`src/rtl/core/wsd_pkg.sv`:
```
// ----------------------------------------------------------------------------
// wsd_pkg
// shared types, constants and helpers of the windowed saturation detector
// ----------------------------------------------------------------------------
package wsd_pkg;

   // fixed field widths
   localparam int VALUE_W     = 32;
   localparam int NODE_W      = 2;
   localparam int REG_W       = 7;
   localparam int CSR_INDEX_W = 2;
   localparam int PCT_PROD_W  = VALUE_W + REG_W;

   // defaults for the top level parameters
   localparam int NODES_DEFAULT           = 4;
   localparam int HISTORY_DEPTH_DEFAULT   = 64;
   localparam int BANDWIDTH_KINDS_DEFAULT = 2;

   // register reset values
   localparam logic [REG_W-1:0] WINDOW_LENGTH_RESET     = 7'd5;
   localparam logic [REG_W-1:0] BANDWIDTH_PERCENT_RESET = 7'd80;
   localparam logic [REG_W-1:0] CAPACITY_PERCENT_RESET  = 7'd80;

   // averages are compared in percent, so sums are scaled by this
   localparam int PERCENT_SCALE = 100;

   typedef enum logic [CSR_INDEX_W-1:0] {
      CSR_WINDOW_LENGTH     = 2'd0,
      CSR_BANDWIDTH_PERCENT = 2'd1,
      CSR_CAPACITY_PERCENT  = 2'd2
   } csr_index_type;

   typedef enum logic [2:0] {
      ST_IDLE,
      ST_WALK,
      ST_DRAIN,
      ST_START,
      ST_WAIT,
      ST_EMIT
   } walk_state_type;

   typedef struct packed {
      logic [REG_W-1:0] window_length;
      logic [REG_W-1:0] bandwidth_percent;
      logic [REG_W-1:0] capacity_percent;
   } cfg_type;

   typedef struct packed {
      logic [NODE_W-1:0]  node;
      logic [VALUE_W-1:0] bandwidth_a;
      logic [VALUE_W-1:0] bandwidth_b;
      logic [VALUE_W-1:0] capacity_used;
      logic [VALUE_W-1:0] ceiling_bandwidth_a;
      logic [VALUE_W-1:0] ceiling_bandwidth_b;
      logic [VALUE_W-1:0] ceiling_capacity;
   } req_payload_type;

   typedef struct packed {
      logic [NODE_W-1:0] node_out;
      logic              bandwidth_saturated;
      logic              capacity_saturated;
   } rsp_payload_type;

   // bits needed to index n entries, at least one
   function automatic int index_width(input int n);
      return (n > 1) ? $clog2(n) : 1;
   endfunction

endpackage

```
`src/rtl/core/wsd_threshold.sv`:
```
// ----------------------------------------------------------------------------
// wsd_threshold
// three stage compare of sum*100 against ceiling*percent*window per lane
// ----------------------------------------------------------------------------
module wsd_threshold #(
   parameter int HISTORY_DEPTH   = 64,
   parameter int BANDWIDTH_KINDS = 2,
   localparam int WIN_W  = $clog2(HISTORY_DEPTH + 1),
   localparam int SUM_W  = wsd_pkg::VALUE_W + WIN_W,
   localparam int PROD_W = wsd_pkg::PCT_PROD_W + WIN_W
) (
   input  logic                                           clock,
   input  logic                                           reset,
   input  logic                                           start,
   input  logic [BANDWIDTH_KINDS:0][SUM_W-1:0]            sums,
   input  logic [BANDWIDTH_KINDS:0][wsd_pkg::VALUE_W-1:0] ceilings,
   input  logic [wsd_pkg::REG_W-1:0]                      bandwidth_percent,
   input  logic [wsd_pkg::REG_W-1:0]                      capacity_percent,
   input  logic [WIN_W-1:0]                               window,
   output logic                                           done,
   output logic                                           bandwidth_saturated,
   output logic                                           capacity_saturated
);
   import wsd_pkg::*;

   // lane 0 is capacity, lanes 1 and up are bandwidth kinds
   logic [BANDWIDTH_KINDS:0][REG_W-1:0]      pct;
   logic [BANDWIDTH_KINDS:0][PROD_W-1:0]     lhs1_ff, lhs1_in, lhs2_ff, rhs2_ff, rhs2_in;
   logic [BANDWIDTH_KINDS:0][PCT_PROD_W-1:0] cp1_ff, cp1_in;
   logic [BANDWIDTH_KINDS:0]                 over;
   logic s1_valid_ff, s2_valid_ff, done_ff;
   logic bw_sat_ff, bw_sat_in, cap_sat_ff, cap_sat_in;

   always_comb begin
      for (int l = 0; l <= BANDWIDTH_KINDS; l++) begin
         pct[l]     = (l == 0) ? capacity_percent : bandwidth_percent;
         lhs1_in[l] = PROD_W'(sums[l]) * PROD_W'(PERCENT_SCALE);
         cp1_in[l]  = PCT_PROD_W'(ceilings[l]) * PCT_PROD_W'(pct[l]);
         rhs2_in[l] = PROD_W'(cp1_ff[l]) * PROD_W'(window);
         over[l]    = lhs2_ff[l] > rhs2_ff[l];
      end
      cap_sat_in = over[0];
      bw_sat_in  = |over[BANDWIDTH_KINDS:1];
   end

   always_ff @(posedge clock) begin
      if (reset) begin
         s1_valid_ff <= 1'b0;
         s2_valid_ff <= 1'b0;
         done_ff     <= 1'b0;
      end else begin
         s1_valid_ff <= start;
         s2_valid_ff <= s1_valid_ff;
         done_ff     <= s2_valid_ff;
      end
   end

   always_ff @(posedge clock) begin
      lhs1_ff    <= lhs1_in;
      cp1_ff     <= cp1_in;
      lhs2_ff    <= lhs1_ff;
      rhs2_ff    <= rhs2_in;
      bw_sat_ff  <= bw_sat_in;
      cap_sat_ff <= cap_sat_in;
   end

   assign done                = done_ff;
   assign bandwidth_saturated = bw_sat_ff;
   assign capacity_saturated  = cap_sat_ff;

endmodule

```
`config.mk`:
```
export PLATFORM = sky130hd
export DESIGN_NAME = wsd_threshold
export DESIGN_NICKNAME = d
export VERILOG_FILES = /design/src/rtl/core/wsd_pkg.sv /design/src/rtl/core/wsd_threshold.sv
export SDC_FILE = /design/constraint.sdc
export NUM_CORES = 2
export LEC_CHECK = 0
export ABC_AREA = 0
export BUFFER_PORTS_ARGS = -buffer_cell sky130_fd_sc_hd__buf_4
export CAP_MARGIN = 40
export CORE_MARGIN = 2
export CORE_UTILIZATION = 45
export DETAILED_ROUTE_END_ITERATION = 10
export SYNTH_ARGS = -nofsm -noshare
export SYNTH_HDL_FRONTEND = slang
export SYNTH_SLANG_ARGS = --single-unit
export TNS_END_PERCENT = 30
```
`constraint.sdc`:
```
create_clock -name clock -period 6.7 [get_ports clock]
set_clock_uncertainty 0.15 [all_clocks]
set_input_delay 1.005 -clock clock [delete_from_list [all_inputs] [get_ports clock]]
set_output_delay 1.005 -clock clock [all_outputs]
set_load 0.02 [all_outputs]
```
# After elaboration in Yosys (flattened, before gate mapping)
# Cells that the tools add are included.
[word_totals]
latchBits = 0
regBits = 524
out_inout_bits = 3
input_bits = 237
rom_bits = 0
mem_bits_rw = 0
mem_count = 0
[op_classes]
n_mux = 0
n_mul = 9
n_shift = 0
n_reduce_logical = 1
n_lt_le_gt_ge = 3
div_mod_pow = 0
bitwise_logic = 0
addsub = 0
n_eq_ne = 0
[ops]
columns = ["operator", "n"]
rows = [
  ["46-bit > comparator", 3],
  ["39-bit by 7-bit multiplier with 46-bit output", 3],
  ["39-bit by 5-bit multiplier with 44-bit output, second input constant", 3],
  ["32-bit by 7-bit multiplier with 39-bit output", 3],
  ["2-bit OR reduction", 1],
]

# Depth between registers and ports, before layout
[depth]
depth_word = 2
mapped_depth = 22
mapped_depth_nobuf = 20

# Least setup slack after synthesis
# OpenSTA, ideal clock, no wires.
[synth_timing]
path_type = "input -> register"
startpoint = "input port bandwidth_percent[2] (netlist name)"
endpoint = "register cp1_ff[76] (netlist name)"
arrival_ns = 5.863
required_time_ns = 6.489
stages = 19
setup_time_ns = 0.061
setup_slack_ns = 0.627
cell_sequence = "clkbuf_1 -> clkbuf_1 -> and2_1 -> fa_1 -> fa_1 -> fa_1 -> inv_1 -> fa_1 -> inv_1 -> ha_1 -> a21o_1 -> a21o_1 -> a221o_1 -> a221o_1 -> a211oi_2 -> o21a_2 -> o21ai_1 -> a2111oi_2 -> a311o_1"
[synth_lines]
columns = ["item", "line", "text"]
rows = [
  ["start: declaration", "wsd_threshold.sv:17", "input logic [wsd_pkg::REG_W-1:0] bandwidth_percent,"],
  ["end signal: assignment", "wsd_threshold.sv:60", "cp1_ff <= cp1_in;"],
  ["end: declaration", "wsd_threshold.sv:29", "logic [BANDWIDTH_KINDS:0][PCT_PROD_W-1:0] cp1_ff, cp1_in;"],
]

==> flow_summary.ini <==
[global_routing]
grt_pass1_wl_um = 285000
grt_max_degree = 79
grt_usage = 0.210
grt_pass1_vias = 55700
grt.overflow.total = 0
antenna_found_initial = 20

[critical_path]
endpoint_kind = flop
cp-start-kind = input pin
crit_fanout = 44
critPathKind = input pin to flop
required_ps = 7090
cp_data_arrival_time_ps = 6470

[timing]
hold_violations = 0
finalSetupTns_ps = 0
finalMaxSlewViolations = 0
rsz0062_at_grt = no
fin_ws_ps = 624
tightest_slew_ps = 792
finalSetupViolCount = 0
fmax_mhz = 165
fin_crit_sh = 0.907
slew_headroom = 0.466
finalCriticalPeriod_ps = 6080

[floorplanning]
die_w_um = 406
fp.dieH_um = 406
dieArea_um2 = 165000
fp-row-count = 147
ioPinCount = 240
coreArea_um2 = 161000
start_util = 0.453

[synth]
synth_edf_count = 0
synth-main-ff-cell = dfxtp_1
ys_seq_area_frac = 0.144
async_reset_ff_frac = 0
yosys.area.top_type = fa_1
synth_area_leaders = fa_1 30%, ha_1 15%, dfxtp_1 14%
synthCells = 8061
syn_area_per_cell_um2 = 9.03
synth_top_area_share = 0.303
synth_fp_nets = 10300
yosysUniqueCellTypes = 87
ys_warn_count = 0
syn_area_um2 = 72800
ys_ff_latch = 524

[clock_tree]
clock_path_buffers = 3
cts_buffers = 58
cts.clk_slew.worst_paths_ps = 60
hold_buffers = 0
htree_levels = 2
cts_resized = 0
cts_setup_buffers = 0
clockRootBuffer = clkbuf_16
clk-insertion-delay-late_ps = 670
cts_num_sinks = 524
tritoncts = done

[place]
pre_cts_ws_ps = 5.10
hpwl_um = 140000
dpl.cell_count = 10400
gp_congestion = 0.881
numPortBuffers = 239

[flow_run]
drv_cap = 0

[final_layout]
drive_gt1_frac = 0.0644
final_cells = 10500
nets = 10500
final.fill_count = 15200
finish.utilization = 0.497
synthToLayoutAreaGrowth_pct = 9.63

[drt]
vias_per_cell = 5.08
wl_um = 169000
dr.first_iter.drc_count = 2910
wl_per_cell_um = 16.1
ant_nets = 0
drt_pass1_iterations = 5
drc = 0
num_vias = 53400

[hold_path]
holdCritPathClass = flop to flop

[outcome]
outcome = complete, no violations
==> per-layer routing <==
layer,wire length [um],GRT usage,up-vias
met4,2550,0.0369,26
met2,72900,0.321,1126
met5,167,0,-
met1,84400,0.316,26300
met3,9110,0.0317,183
li1,-,-,25700
==> flip-flops by register name (all words and copies together), names as in the netlist <==
signal	count
rhs2_ff	138
s2_valid_ff	1
bandwidth_saturated	1
capacity_saturated	1
lhs2_ff	132
done	1
s1_valid_ff	1
lhs1_ff	132
cp1_ff	117
==> Yosys cell counts, types with 6 or more instances <==
cell type	n
inv_1	1626
and2_1	1106
fa_1	1101
ha_1	858
nand2_1	572
dfxtp_1	524
a21oi_1	370
a21o_1	251
xnor2_1	216
clkbuf_1	208
o21ai_0	173
nor2_1	161
xor2_1	116
nand3_1	77
nand4_1	76
o21bai_1	69
nor2b_1	58
nand2b_1	51
nor3_1	50
a31oi_1	45
o21a_1	45
and3_1	31
a211oi_1	22
o31ai_1	20
o211ai_1	13
a221oi_1	12
or3_1	12
a21boi_0	11
a31o_2	11
and4_1	11
or2_2	10
nor4_1	9
a221o_1	8
a311oi_1	8
o21ai_1	8
o41ai_1	8
a2111oi_0	7
a211o_1	6
==> worst paths after layout <==
kind                  startpoint                   end  slack (ps)  cells past startpoint
max                    window[4]  rhs2_ff[137]$_DFF_P_         620                     21
min          lhs1_ff[60]$_DFF_P_   lhs2_ff[60]$_DFF_P_         160                      0
min reg2reg  lhs1_ff[60]$_DFF_P_   lhs2_ff[60]$_DFF_P_         160                      0
max reg2reg   cp1_ff[84]$_DFF_P_  rhs2_ff[137]$_DFF_P_        1100                     19
==> cell usage in the layout (no fill, tap or decap), types with 50 or more instances in the layout <==
master	instances
ha_1	858
a21o_1	251
nand4_1	76
nor2b_1	58
nor2_1	161
o21bai_1	69
nor3_1	50
nand3_1	77
o21ai_0	173
inv_1	1626
xnor2_1	216
clkbuf_16	58
and2_1	1106
dfxtp_1	524
nand2b_1	51
fa_1	1101
xor2_1	116
a21oi_1	370
buf_4	375
nand2_1	572
==> critical path: stages <==
cell and delay (ps):
buf_4 450, buf_4 260, and2_1 150, fa_1 410, fa_1 460, fa_1 490, inv_1 50, fa_1 480
inv_1 40, ha_1 300, a21oi_1 180, nor2b_1 70, o21a_1 160, o21ai_0 200, a21oi_1 160, o41ai_1 730
a32oi_1 210, buf_4 210, nand4_1 110, a32oi_1 110, xnor2_1 130
==> cells by family (layout without fill, tap and decap cells) <==
| kind of cell | count (synthesis) | count (layout) | synth area share |
|---|---|---|---|
| AOI/OAI and AO/OA | 1156 | 1156 | 0.103 |
| xor gates and xnor gates | 332 | 332 | 0.0400 |
| adders and majority gates | 1959 | 1959 | 0.450 |
| buffers and inverters | 1837 | 2119 | 0.0948 |
| DFF | 524 | 524 | 0.144 |
| muxes | 1 | 1 | 0.000138 |
| other | 0 | 2 | 0 |
| and+or+nand+nor | 2252 | 2252 | 0.168 |
==> final cells by class <==
class                      count  area [um2]  area share
multi-input combinational   5700       55400       0.694
antenna                        2        5.00   0.0000627
clock buffer                  75        1640      0.0205
inverter                    1626        6100      0.0765
sequential                   524       10500       0.131
timing repair buffer         385        3020      0.0379
clock inverter                33         437     0.00547
tap                         2160        2700      0.0339
==> stage by stage <==
step           hold slack (ps)  area (um2)
6_report                   165       79800
4_1_cts                    160       79800
3_5_place_dp               162       77700
5_1_grt                    176       79800
2_1_floorplan              160       72800
3_3_place_gp               162       77700
Power is not shown: default switching activity piles up to over one toggle a cycle in this logic, so the estimate is an artifact.
