--- config.mk ---
export PLATFORM = sky130hd
export DESIGN_NAME = wsd_walker_flat
export DESIGN_NICKNAME = d
export VERILOG_FILES = /design/src/rtl/core/wsd_pkg.sv /design/src/rtl/core/wsd_channels.sv /design/src/rtl/core/wsd_walker.sv /design/src/flat_wrapper.sv
export SDC_FILE = /design/constraint.sdc
export NUM_CORES = 1
export LEC_CHECK = 0
export ABC_AREA = 1
export BUFFER_PORTS_ARGS = -buffer_cell sky130_fd_sc_hd__buf_2
export CORE_AREA = 5 5 257 259
export DETAILED_ROUTE_END_ITERATION = 10
export DIE_AREA = 0 0 262 264
export GPL_ROUTABILITY_DRIVEN = 0
export PLACE_DENSITY_LB_ADDON = 0.1
export SYNTH_ARGS = -nofsm -noshare
export SYNTH_HDL_FRONTEND = slang
export SYNTH_SLANG_ARGS = --single-unit
--- constraint.sdc ---
create_clock -name clock -period 6.53 [get_ports clock]
set_clock_uncertainty 0.1 [all_clocks]
set_input_delay 0.9795 -clock clock [delete_from_list [all_inputs] [get_ports clock]]
set_output_delay 0.9795 -clock clock [all_outputs]
set_load 0.05 [all_outputs]
--- src/rtl/core/wsd_pkg.sv ---
// ----------------------------------------------------------------------------
// wsd_pkg
// shared types, constants and helpers of the windowed saturation detector
// ----------------------------------------------------------------------------
package wsd_pkg;

   // fixed field widths
   localparam int VALUE_W     = 32;
   localparam int NODE_W      = 2;
   localparam int REG_W       = 7;
   localparam int CSR_INDEX_W = 2;
   localparam int PCT_PROD_W  = VALUE_W + REG_W;

   // defaults for the top level parameters
   localparam int NODES_DEFAULT           = 4;
   localparam int HISTORY_DEPTH_DEFAULT   = 64;
   localparam int BANDWIDTH_KINDS_DEFAULT = 2;

   // register reset values
   localparam logic [REG_W-1:0] WINDOW_LENGTH_RESET     = 7'd5;
   localparam logic [REG_W-1:0] BANDWIDTH_PERCENT_RESET = 7'd80;
   localparam logic [REG_W-1:0] CAPACITY_PERCENT_RESET  = 7'd80;

   // averages are compared in percent, so sums are scaled by this
   localparam int PERCENT_SCALE = 100;

   typedef enum logic [CSR_INDEX_W-1:0] {
      CSR_WINDOW_LENGTH     = 2'd0,
      CSR_BANDWIDTH_PERCENT = 2'd1,
      CSR_CAPACITY_PERCENT  = 2'd2
   } csr_index_type;

   typedef enum logic [2:0] {
      ST_IDLE,
      ST_WALK,
      ST_DRAIN,
      ST_START,
      ST_WAIT,
      ST_EMIT
   } walk_state_type;

   typedef struct packed {
      logic [REG_W-1:0] window_length;
      logic [REG_W-1:0] bandwidth_percent;
      logic [REG_W-1:0] capacity_percent;
   } cfg_type;

   typedef struct packed {
      logic [NODE_W-1:0]  node;
      logic [VALUE_W-1:0] bandwidth_a;
      logic [VALUE_W-1:0] bandwidth_b;
      logic [VALUE_W-1:0] capacity_used;
      logic [VALUE_W-1:0] ceiling_bandwidth_a;
      logic [VALUE_W-1:0] ceiling_bandwidth_b;
      logic [VALUE_W-1:0] ceiling_capacity;
   } req_payload_type;

   typedef struct packed {
      logic [NODE_W-1:0] node_out;
      logic              bandwidth_saturated;
      logic              capacity_saturated;
   } rsp_payload_type;

   // bits needed to index n entries, at least one
   function automatic int index_width(input int n);
      return (n > 1) ? $clog2(n) : 1;
   endfunction

endpackage

--- src/rtl/core/wsd_channels.sv ---
// ----------------------------------------------------------------------------
// wsd channels
// valid/ready channels carrying sample words in and flag words out
// ----------------------------------------------------------------------------
interface wsd_req_if;
   logic                     valid;
   logic                     ready;
   wsd_pkg::req_payload_type payload;

   modport source (output valid, output payload, input ready);
   modport sink   (input valid, input payload, output ready);
endinterface


--- src/rtl/core/wsd_walker.sv ---
// ----------------------------------------------------------------------------
// wsd_walker
// takes a sample, writes it to the history and walks the window back
// ----------------------------------------------------------------------------
module wsd_walker #(
   parameter int NODES           = 4,
   parameter int HISTORY_DEPTH   = 64,
   parameter int BANDWIDTH_KINDS = 2,
   localparam int LANES  = BANDWIDTH_KINDS + 1,
   localparam int IDX_W  = wsd_pkg::index_width(HISTORY_DEPTH),
   localparam int NIDX_W = wsd_pkg::index_width(NODES),
   localparam int ADDR_W = wsd_pkg::index_width(NODES * HISTORY_DEPTH),
   localparam int WIN_W  = $clog2(HISTORY_DEPTH + 1),
   localparam int SUM_W  = wsd_pkg::VALUE_W + WIN_W,
   localparam int WORD_W = LANES * wsd_pkg::VALUE_W
) (
   input  logic                                           clock,
   input  logic                                           reset,
   wsd_req_if.sink                                        req_ch,
   input  wsd_pkg::cfg_type                               cfg,
   output logic                                           mem_we,
   output logic [ADDR_W-1:0]                              mem_waddr,
   output logic [WORD_W-1:0]                              mem_wdata,
   output logic                                           mem_re,
   output logic [ADDR_W-1:0]                              mem_raddr,
   input  logic [WORD_W-1:0]                              mem_rdata,
   output logic                                           thr_start,
   output logic [BANDWIDTH_KINDS:0][SUM_W-1:0]            thr_sums,
   output logic [BANDWIDTH_KINDS:0][wsd_pkg::VALUE_W-1:0] thr_ceilings,
   output logic [wsd_pkg::REG_W-1:0]                      thr_bw_pct,
   output logic [wsd_pkg::REG_W-1:0]                      thr_cap_pct,
   output logic [WIN_W-1:0]                               thr_window,
   input  logic                                           thr_done,
   input  logic                                           thr_bw_sat,
   input  logic                                           thr_cap_sat,
   output logic                                           emit_valid,
   input  logic                                           emit_ready,
   output wsd_pkg::rsp_payload_type                       emit_word
);
   import wsd_pkg::*;

   typedef logic [BANDWIDTH_KINDS:0][VALUE_W-1:0] lane_val_type;
   typedef logic [BANDWIDTH_KINDS:0][SUM_W-1:0]   lane_sum_type;

   walk_state_type     state_ff, state_in;
   logic               accept, in_range;
   logic [NIDX_W-1:0]  nix;
   logic [IDX_W-1:0]   head_ff [NODES];
   logic [WIN_W-1:0]   fill_ff [NODES];
   logic [IDX_W-1:0]   head_cur, head_next, rd_idx_ff, rd_idx_in;
   logic [WIN_W-1:0]   fill_cur, fill_next, fill_cur_ff, fill_cur_in;
   logic [WIN_W-1:0]   win_eff, win_ff, win_in, remain_ff, remain_in;
   logic [NODE_W-1:0]  node_ff, node_in;
   logic [REG_W-1:0]   bw_pct_ff, bw_pct_in, cap_pct_ff, cap_pct_in;
   lane_val_type       sample, ceil_ff, ceil_in, rd_lanes;
   lane_sum_type       sum_ff, sum_in;
   logic               rd_pend_ff, rd_pend_in, rd_ok_ff, rd_ok_in;
   logic               bw_sat_ff, bw_sat_in, cap_sat_ff, cap_sat_in;

   assign accept   = req_ch.valid && req_ch.ready;
   assign in_range = 32'(req_ch.payload.node) < 32'(NODES);
   assign nix      = NIDX_W'(req_ch.payload.node);
   assign head_cur = head_ff[nix];
   assign fill_cur = fill_ff[nix];
   assign rd_lanes = mem_rdata;

   // window register clamped to 1..HISTORY_DEPTH
   always_comb begin
      if (32'(cfg.window_length) > 32'(HISTORY_DEPTH)) begin
         win_eff = WIN_W'(HISTORY_DEPTH);
      end else if (cfg.window_length == '0) begin
         win_eff = WIN_W'(1);
      end else begin
         win_eff = WIN_W'(cfg.window_length);
      end
   end

   always_comb begin
      sample    = '0;
      sample[0] = req_ch.payload.capacity_used;
      sample[1] = req_ch.payload.bandwidth_a;
      ceil_in   = '0;
      ceil_in[0] = req_ch.payload.ceiling_capacity;
      ceil_in[1] = req_ch.payload.ceiling_bandwidth_a;
      if (BANDWIDTH_KINDS > 1) begin
         sample[BANDWIDTH_KINDS]  = req_ch.payload.bandwidth_b;
         ceil_in[BANDWIDTH_KINDS] = req_ch.payload.ceiling_bandwidth_b;
      end
   end

   assign head_next = (32'(head_cur) == HISTORY_DEPTH - 1) ? '0 : head_cur + IDX_W'(1);
   assign fill_next = (fill_cur == WIN_W'(HISTORY_DEPTH)) ? fill_cur : fill_cur + WIN_W'(1);

   // next state
   always_comb begin
      state_in = state_ff;
      unique case (state_ff)
         ST_IDLE: begin
            if (accept) begin
               if (!in_range) begin
                  state_in = ST_EMIT;
               end else if (win_eff == WIN_W'(1)) begin
                  state_in = ST_START;
               end else begin
                  state_in = ST_WALK;
               end
            end
         end
         ST_WALK: begin
            if (remain_ff == WIN_W'(1)) begin
               state_in = ST_DRAIN;
            end
         end
         ST_DRAIN: state_in = ST_START;
         ST_START: state_in = ST_WAIT;
         ST_WAIT: begin
            if (thr_done) begin
               state_in = ST_EMIT;
            end
         end
         ST_EMIT: begin
            if (emit_ready) begin
               state_in = ST_IDLE;
            end
         end
         default: state_in = ST_IDLE;
      endcase
   end

   // state outputs
   always_comb begin
      req_ch.ready = (state_ff == ST_IDLE);
      mem_re       = (state_ff == ST_WALK);
      thr_start    = (state_ff == ST_START);
      emit_valid   = (state_ff == ST_EMIT);
   end

   // datapath
   always_comb begin
      node_in     = node_ff;
      win_in      = win_ff;
      bw_pct_in   = bw_pct_ff;
      cap_pct_in  = cap_pct_ff;
      fill_cur_in = fill_cur_ff;
      rd_idx_in   = rd_idx_ff;
      remain_in   = remain_ff;
      sum_in      = sum_ff;
      bw_sat_in   = bw_sat_ff;
      cap_sat_in  = cap_sat_ff;
      rd_pend_in  = 1'b0;
      rd_ok_in    = 1'b0;
      mem_we      = accept && in_range;
      mem_waddr   = ADDR_W'(nix) * ADDR_W'(HISTORY_DEPTH) + ADDR_W'(head_cur);
      mem_wdata   = sample;
      mem_raddr   = ADDR_W'(NIDX_W'(node_ff)) * ADDR_W'(HISTORY_DEPTH) + ADDR_W'(rd_idx_ff);
      if (accept) begin
         node_in     = req_ch.payload.node;
         win_in      = win_eff;
         bw_pct_in   = cfg.bandwidth_percent;
         cap_pct_in  = cfg.capacity_percent;
         fill_cur_in = fill_next;
         rd_idx_in   = (head_cur == '0) ? IDX_W'(HISTORY_DEPTH - 1) : head_cur - IDX_W'(1);
         remain_in   = win_eff - WIN_W'(1);
         bw_sat_in   = 1'b0;
         cap_sat_in  = 1'b0;
         // newest entry comes straight from the word, no read needed
         for (int l = 0; l <= BANDWIDTH_KINDS; l++) begin
            sum_in[l] = SUM_W'(sample[l]);
         end
      end else begin
         if (rd_pend_ff && rd_ok_ff) begin
            for (int l = 0; l <= BANDWIDTH_KINDS; l++) begin
               sum_in[l] = sum_ff[l] + SUM_W'(rd_lanes[l]);
            end
         end
         if (state_ff == ST_WALK) begin
            rd_pend_in = 1'b1;
            // entries past the fill count were never written and count as zero
            rd_ok_in   = WIN_W'(rd_idx_ff) < fill_cur_ff;
            rd_idx_in  = (rd_idx_ff == '0) ? IDX_W'(HISTORY_DEPTH - 1)
                                           : rd_idx_ff - IDX_W'(1);
            remain_in  = remain_ff - WIN_W'(1);
         end
         if (state_ff == ST_WAIT && thr_done) begin
            bw_sat_in  = thr_bw_sat;
            cap_sat_in = thr_cap_sat;
         end
      end
   end

   always_ff @(posedge clock) begin
      if (reset) begin
         state_ff   <= ST_IDLE;
         rd_pend_ff <= 1'b0;
         for (int n = 0; n < NODES; n++) begin
            head_ff[n] <= '0;
            fill_ff[n] <= '0;
         end
      end else begin
         state_ff   <= state_in;
         rd_pend_ff <= rd_pend_in;
         if (accept && in_range) begin
            head_ff[nix] <= head_next;
            fill_ff[nix] <= fill_next;
         end
      end
   end

   always_ff @(posedge clock) begin
      node_ff     <= node_in;
      win_ff      <= win_in;
      bw_pct_ff   <= bw_pct_in;
      cap_pct_ff  <= cap_pct_in;
      fill_cur_ff <= fill_cur_in;
      rd_idx_ff   <= rd_idx_in;
      remain_ff   <= remain_in;
      sum_ff      <= sum_in;
      ceil_ff     <= accept ? ceil_in : ceil_ff;
      rd_ok_ff    <= rd_ok_in;
      bw_sat_ff   <= bw_sat_in;
      cap_sat_ff  <= cap_sat_in;
   end

   assign thr_sums     = sum_ff;
   assign thr_ceilings = ceil_ff;
   assign thr_bw_pct   = bw_pct_ff;
   assign thr_cap_pct  = cap_pct_ff;
   assign thr_window   = win_ff;

   assign emit_word.node_out            = node_ff;
   assign emit_word.bandwidth_saturated = bw_sat_ff;
   assign emit_word.capacity_saturated  = cap_sat_ff;

endmodule

--- src/flat_wrapper.sv ---
// flat-port wrapper written by rule: the top's interface ports become plain ports
module wsd_walker_flat import wsd_pkg::*;
#(
   parameter int NODES           = 4,
   parameter int HISTORY_DEPTH   = 64,
   parameter int BANDWIDTH_KINDS = 2,
   localparam int LANES  = BANDWIDTH_KINDS + 1,
   localparam int IDX_W  = wsd_pkg::index_width(HISTORY_DEPTH),
   localparam int NIDX_W = wsd_pkg::index_width(NODES),
   localparam int ADDR_W = wsd_pkg::index_width(NODES * HISTORY_DEPTH),
   localparam int WIN_W  = $clog2(HISTORY_DEPTH + 1),
   localparam int SUM_W  = wsd_pkg::VALUE_W + WIN_W,
   localparam int WORD_W = LANES * wsd_pkg::VALUE_W
)
  (clock, reset, cfg, mem_we, mem_waddr, mem_wdata, mem_re, mem_raddr, mem_rdata, thr_start, thr_sums, thr_ceilings, thr_bw_pct, thr_cap_pct, thr_window, thr_done, thr_bw_sat, thr_cap_sat, emit_valid, emit_ready, emit_word, req_ch_valid, req_ch_payload, req_ch_ready);
  wsd_req_if req_ch_i ();
  input  logic clock;
  input  logic reset;
  input  wsd_pkg::cfg_type cfg;
  output logic mem_we;
  output logic [ADDR_W-1:0] mem_waddr;
  output logic [WORD_W-1:0] mem_wdata;
  output logic mem_re;
  output logic [ADDR_W-1:0] mem_raddr;
  input  logic [WORD_W-1:0] mem_rdata;
  output logic thr_start;
  output logic [BANDWIDTH_KINDS:0][SUM_W-1:0] thr_sums;
  output logic [BANDWIDTH_KINDS:0][wsd_pkg::VALUE_W-1:0] thr_ceilings;
  output logic [wsd_pkg::REG_W-1:0] thr_bw_pct;
  output logic [wsd_pkg::REG_W-1:0] thr_cap_pct;
  output logic [WIN_W-1:0] thr_window;
  input  logic thr_done;
  input  logic thr_bw_sat;
  input  logic thr_cap_sat;
  output logic emit_valid;
  input  logic emit_ready;
  output wsd_pkg::rsp_payload_type emit_word;
  input wire logic [$bits(req_ch_i.valid)-1:0] req_ch_valid;
  input wire logic [$bits(req_ch_i.payload)-1:0] req_ch_payload;
  output wire logic [$bits(req_ch_i.ready)-1:0] req_ch_ready;
  assign req_ch_i.valid = req_ch_valid;
  assign req_ch_i.payload = req_ch_payload;
  assign req_ch_ready = req_ch_i.ready;
  wsd_walker #(.NODES(NODES), .HISTORY_DEPTH(HISTORY_DEPTH), .BANDWIDTH_KINDS(BANDWIDTH_KINDS)) u_core (.clock(clock), .reset(reset), .req_ch(req_ch_i), .cfg(cfg), .mem_we(mem_we), .mem_waddr(mem_waddr), .mem_wdata(mem_wdata), .mem_re(mem_re), .mem_raddr(mem_raddr), .mem_rdata(mem_rdata), .thr_start(thr_start), .thr_sums(thr_sums), .thr_ceilings(thr_ceilings), .thr_bw_pct(thr_bw_pct), .thr_cap_pct(thr_cap_pct), .thr_window(thr_window), .thr_done(thr_done), .thr_bw_sat(thr_bw_sat), .thr_cap_sat(thr_cap_sat), .emit_valid(emit_valid), .emit_ready(emit_ready), .emit_word(emit_word));
endmodule
Word level (Yosys, flattened, before mapping)
Memory sizes are Yosys's and may differ from the RTL's. Index checks and enable logic that the tools add are counted.

Register bits: 263. Word-level logic and storage cells: 94. RAM bits: 52. Memories kept: 2. Output and inout port bits: 355.

$lt $le $gt $ge: 2. Muxes and demuxes: 30. Equality and inequality tests: 13. Add/sub/neg operators: 11. Bitwise gates (word level): 1. Reduce and logical (&&, ||, !) cells: 14.

Memories: u_core.fill_ff (words 4, width 7, read ports 1, clocked after Yosys merged registers in 0, write ports 4, line wsd_walker.sv:49) `logic [WIN_W-1:0] fill_ff [NODES];`; u_core.head_ff (words 4, width 6, read ports 1, clocked after Yosys merged registers in 0, write ports 4, line wsd_walker.sv:48) `logic [IDX_W-1:0] head_ff [NODES];`.

Operators by type and width (number): $mux 110 (2); $add 39x32->39 (3); $mux 7 (6); $mux 6 (6); $pmux 3 s6 (1); $add 8x6->8 (2); $eq 7x1->1 const B (2); $sub 7x1->7 const B (2); $logic_not 6->1 (2); $mux 3 (4); $sub 6x1->6 const B (2); $mux 1 (8); $add 7x1->7 const B (1); $eq 7x7->1 const B (1); $gt 7x7->1 const B (1); $logic_not 7->1 (1); $lt 6x7->1 (1); $reduce_or 7->1 (1); $add 6x1->6 const B (1); $eq 3x2->1 const B (2); $eq 3x3->1 const B (2); $eq 6x6->1 const B (1); $mux 2 (3); $reduce_or 6->1 (1); other kinds (9) (15).

Logic depth before layout (Yosys ltp)
Depth in word-level cells: 7. Depth in mapped cells: 15. Gate-level depth less buffers: 15.

Worst setup path after synthesis
OpenSTA, ideal clock, no wires.

Path kind: input-to-output. Start point: in req_ch_valid. End point: out mem_we. Path slack: 0.079 ns. Data arrival time: 5.372 ns. Cell stages on the path: 4. Required time: 5.450 ns. Cell sequence: inv_1 > nor2_4 > buf_2 > buf_1.

Cells in the longest elaborated chain, start to end: 1.

RTL lines: start, declared (line flat_wrapper.sv:38) `input wire logic [$bits(req_ch_i.valid)-1:0] req_ch_valid;`; $logic_and 1x1->1 (line wsd_walker.sv:60) `assign accept = req_ch.valid && req_ch.ready;`; end, declared (line flat_wrapper.sv:20) `output logic mem_we;`.

Every way passes these cells.

Final worst setup path
Start point: in req_ch_payload[192]. End point: out mem_waddr[3].

Cells in the longest elaborated chain, start to end: 2.

RTL lines: start, declared (line flat_wrapper.sv:39) `input wire logic [$bits(req_ch_i.payload)-1:0] req_ch_payload;`; $mem_v2 4x6; $add 8x6->8 (line wsd_walker.sv:153) `mem_waddr = ADDR_W'(nix) * ADDR_W'(HISTORY_DEPTH) + ADDR_W'(head_cur);`; end, declared (line flat_wrapper.sv:21) `output logic [ADDR_W-1:0] mem_waddr;`.

Every way passes these cells.

==> parameters.txt <==
Parameter                              Value

Outcome
  Result of the run ... finished clean

Timing
  Pin slew with the least headroom to its limit ... a little under 1 ns
  Final Cycle Share ... 0.5904
  Hold Worst Slack ... 0.3567 ns
  Max frequency ... ~0.26 GHz
  RSZ-0062 raised after global routing ... false
  Total count of max-transition violations in the final report ... 0
  Clock period minus final worst setup slack ... slightly below 4 ns
  Final Hold Viols ... 0
  Worst slew margin relative to its limit ... 0.3468
  Worst path setup slack after routing ... 2.675 ns
  Total negative slack for setup checks ... 0 ns
  Total setup violations reported at the end of the flow ... 0

Yosys
  Synthesized instance count ... roughly 2,700
  Post-synthesis sequential area ratio ... 0.4365
  Cell with the most instances after synthesis ... nand2_1
  Post-Synthesis Net Count ... between 3,000 and 4,000
  FF+latch count, synth ... between 300 and 400
  Distinct cell type count after synthesis ... 54
  Async set or reset register ratio after synthesis ... 0
  Area contributors post-synth ... edfxtp_1 (41%), nand2_1 (16%), ha_1 (6.7%)
  Fraction of synthesized cell area taken by the top area cell type ... 0.4098
  Cell taking the most area after synthesis ... edfxtp_1
  Commonest cells in the synthesized netlist ... nand2_1 (899), inv_1 (371), edfxtp_1 (287)
  Dominant synthesized flop cell ... edfxtp_1
  Yosys Warn Count ... 0
  Number of flops mapped to enable cells by yosys ... between 200 and 300
  Synth Cell Area ... around 21,000 um^2
  Synth Area per Inst ... 7.684 um^2

Clock network
  Number of clock sinks ... 315
  Clk slew on worst S/H paths ... 0.05 ns
  Clock tree from TritonCTS ... done
  Post-CTS setup buffer count ... 0
  Gates resized, CTS repair ... 0
  H-tree levels ... 2
  Clock Path Buffers ... 3
  CTS Hold Bufs ... 0
  Worst skew pair latency ... 0.59 ns
  Buffer type at the clock tree root ... clkbuf_16
  CTS Buf Count ... 40

Power
  Power, Total ... 9.873 mW
  Ratio of total power to cell area ... 381.7 nW/um^2
  Largest voltage drop on the vdd net ... 276.9 uV
  Leakage ... 12.77 nW

Worst setup path
  Largest fanout of any net on the critical path ... 34
  Launching point of the worst reg2reg path ... u_core.state_ff[0]
  Kind of cell adding the most delay to the critical path ... buffers and inverters
  Slowest cell on crit path ... buf_2
  Delay of the slowest cell on the worst path ... 0.52 ns
  Worst setup endpoint ... mem_waddr[3]
  Slack of the worst reg-to-reg path ... 3.06 ns
  Signal arrival time at the worst endpoint ... 2.78 ns
  Series of cell instances along the critical path ... buf_2 -> inv_2 -> nand2_1 -> nand3_1 -> nand2_1 -> inv_1 -> buf_2
  Worst setup path startpoint ... req_ch_payload[192]
  Length in cells of the worst reg-to-reg path ... 9
  Setup crit start kind ... input pin
  Critical path buffer and inverter count ... 4
  Type of element capturing the critical path ... output port
  Crit path depth ... 7
  Req. time, crit path ... approximately 5.5 ns
  Worst reg2reg endpoint ... u_core.thr_sums[2]
  Critical path type ... in2out

Run
  Max-capacitance violation count ... 0

Floorplan
  IO Pins ... 673
  Vertical extent of the die ... about 260 um
  Width of the die ... 262 um
  Initial Util ... 0.3304
  Rows ... 93
  Die footprint ... a little under 70,000 um^2
  Floorplan Core Area ... 63,650 um^2

Layout
  Fillcell total ... 6,659
  Final std cell area, no fill ... 25,870 um^2
  Layout overhead on the synthesized area ... 23.00%
  Layout cell share with drive strength beyond 1 ... 0.2386
  Number of nets at the end of the flow ... ~3,700

Min path
  Hold WC Path Type ... reg2reg

Route
  Vias per cell ... 4.732
  Count of vias placed by the detailed router ... 19,890
  Number of detailed-routing iterations run before antenna repair ... 5
  Wire length per cell ... 18.75 um
  DRC violation total after the first TritonRoute iteration ... approximately 1,100
  Remaining routing DRC violations ... 0
  Post-detailed-route count of antenna-violating nets ... 0
  Post-detailed-routing wire length ... 78.79 mm

GRT
  Number of antenna violations at the first check in global routing ... 11
  Via count of the first global-routing pass ... 19,830
  Overall Global Routing Usage ... 0.2164
  Pin count of the biggest net entering global routing ... 152
  Wire length of the first global-routing pass ... 116.5 mm
  Global-route congestion overflow total ... 0

Placement
  Area post-placement ... around 25,000 um^2
  Worst setup timing slack at the placement stage ... 2.496 ns
  Buffers added on ports ... roughly 670
  DPL Wire Length ... 64.22 mm
-- cells in the final DEF, fill, tap and decap left out, types with 7 or more instances in the layout --
cell type / instances
nand2_1: 898
buf_2: 672
inv_1: 370
edfxtp_1: 287
nor2_1: 285
nand3_1: 141
a21oi_1: 137
ha_1: 112
o21ai_0: 111
clkbuf_16: 40
dfxtp_1: 28
nand3b_1: 26
xnor2_1: 24
nor3_1: 21
nor4_1: 18
nand2_2: 16
inv_2: 12
nor2_2: 12
clkinv_1: 11
nand4_1: 8
xor2_1: 8
clkbuf_1: 8
a31oi_1: 7
-- how the worst min path moves through the flow --
| stage | start | to | slack [ns] | cells past startpoint |
|---|---|---|---|---|
| finish | u_core.bw_sat_ff | u_core.bw_sat_ff | 0.36 | 2 |
| global route | u_core.bw_sat_ff | u_core.bw_sat_ff | 0.38 | 2 |
| CTS | u_core.bw_sat_ff | u_core.bw_sat_ff | 0.36 | 2 |
| detailed placement | u_core.bw_sat_ff | u_core.bw_sat_ff | 0.35 | 2 |
| global placement | u_core.bw_sat_ff | u_core.bw_sat_ff | 0.34 | 2 |
| floorplan | u_core.bw_sat_ff | u_core.bw_sat_ff | 0.32 | 2 |
-- metrics by stage --
| stage | util | std cells |
|---|---|---|
| detailed placement | 0.3855 | 4126 |
| CTS | 0.4062 | 4199 |
| floorplan | - | 2737 |
| global route | 0.4063 | 4200 |
| global placement | 0.3855 | 4126 |
| finish | 0.4064 | 4203 |
-- tightest hold or removal path, cell delays in order, from the launching register on --
cell	delay, ns
dfxtp_1	0.31
inv_1	0.05
a21oi_1	0.05
-- registers in the layout (all words and copies together) (netlist names) --
signal,flops
u_core.thr_cap_pct,7
u_core.node_ff,2
u_core.cap_sat_ff,1
u_core.fill_cur_ff,7
u_core.state_ff,3
u_core.rd_pend_ff,1
u_core.thr_bw_pct,7
u_core.thr_window,7
u_core.thr_ceilings,96
u_core.bw_sat_ff,1
u_core.thr_sums,117
u_core.head_ff,24
u_core.fill_ff,28
u_core.remain_ff,7
u_core.rd_idx_ff,6
u_core.rd_ok_ff,1
-- power by group --
| group | internal [mW] | total (mW) | leakage [nW] | switching, mW |
|---|---|---|---|---|
| combinational | 1.14 | 4.62 | 9.09 | 3.48 |
| clock | 1.31 | 2.25 | 0.639 | 0.941 |
| sequential | 2.78 | 3.01 | 3.04 | 0.229 |
| total | 5.22 | 9.87 | 12.8 | 4.65 |
-- per-layer routing --
metal,vias to the layer above,share of wire,global-route usage
met4,6,0.020,0.04621
li1,9913,-,-
met5,-,0.00062,0
met3,101,0.078,0.05075
met2,701,0.49,0.3807
met1,9169,0.41,0.2709
-- final cells by class --
cell class / instances / area, um^2 / share of cell area
multi-input cells: 1895 / 9434 / 0.3647
flip-flops and latches: 315 / 9179 / 0.3548
repair buffers: 677 / 3413 / 0.1320
inverters: 384 / 1444 / 0.05582
well taps: 855 / 1070 / 0.04136
clock buffers: 49 / 1045 / 0.04039
clock inverters: 24 / 272.8 / 0.01054
diodes: 4 / 10.01 / 0.0003870
-- logic make-up (layout without fill, tap and decap cells) --
| family | count (synthesis) | after routing | synth area share |
|---|---|---|---|
| AO/OA/AOI/OAI | 291 | 291 | 0.07627 |
| XOR/XNOR | 34 | 34 | 0.01487 |
| adder cells (fa/ha/maj) | 115 | 115 | 0.06949 |
| buffers and inverters | 527 | 1134 | 0.1153 |
| flip-flops | 315 | 315 | 0.4365 |
| multiplexers | 1 | 1 | 0.0004760 |
| other | 0 | 4 | 0 |
| AND/OR/NAND/NOR | 1454 | 1454 | 0.2871 |
No activity file was read; power rests on OpenSTA's default activity.
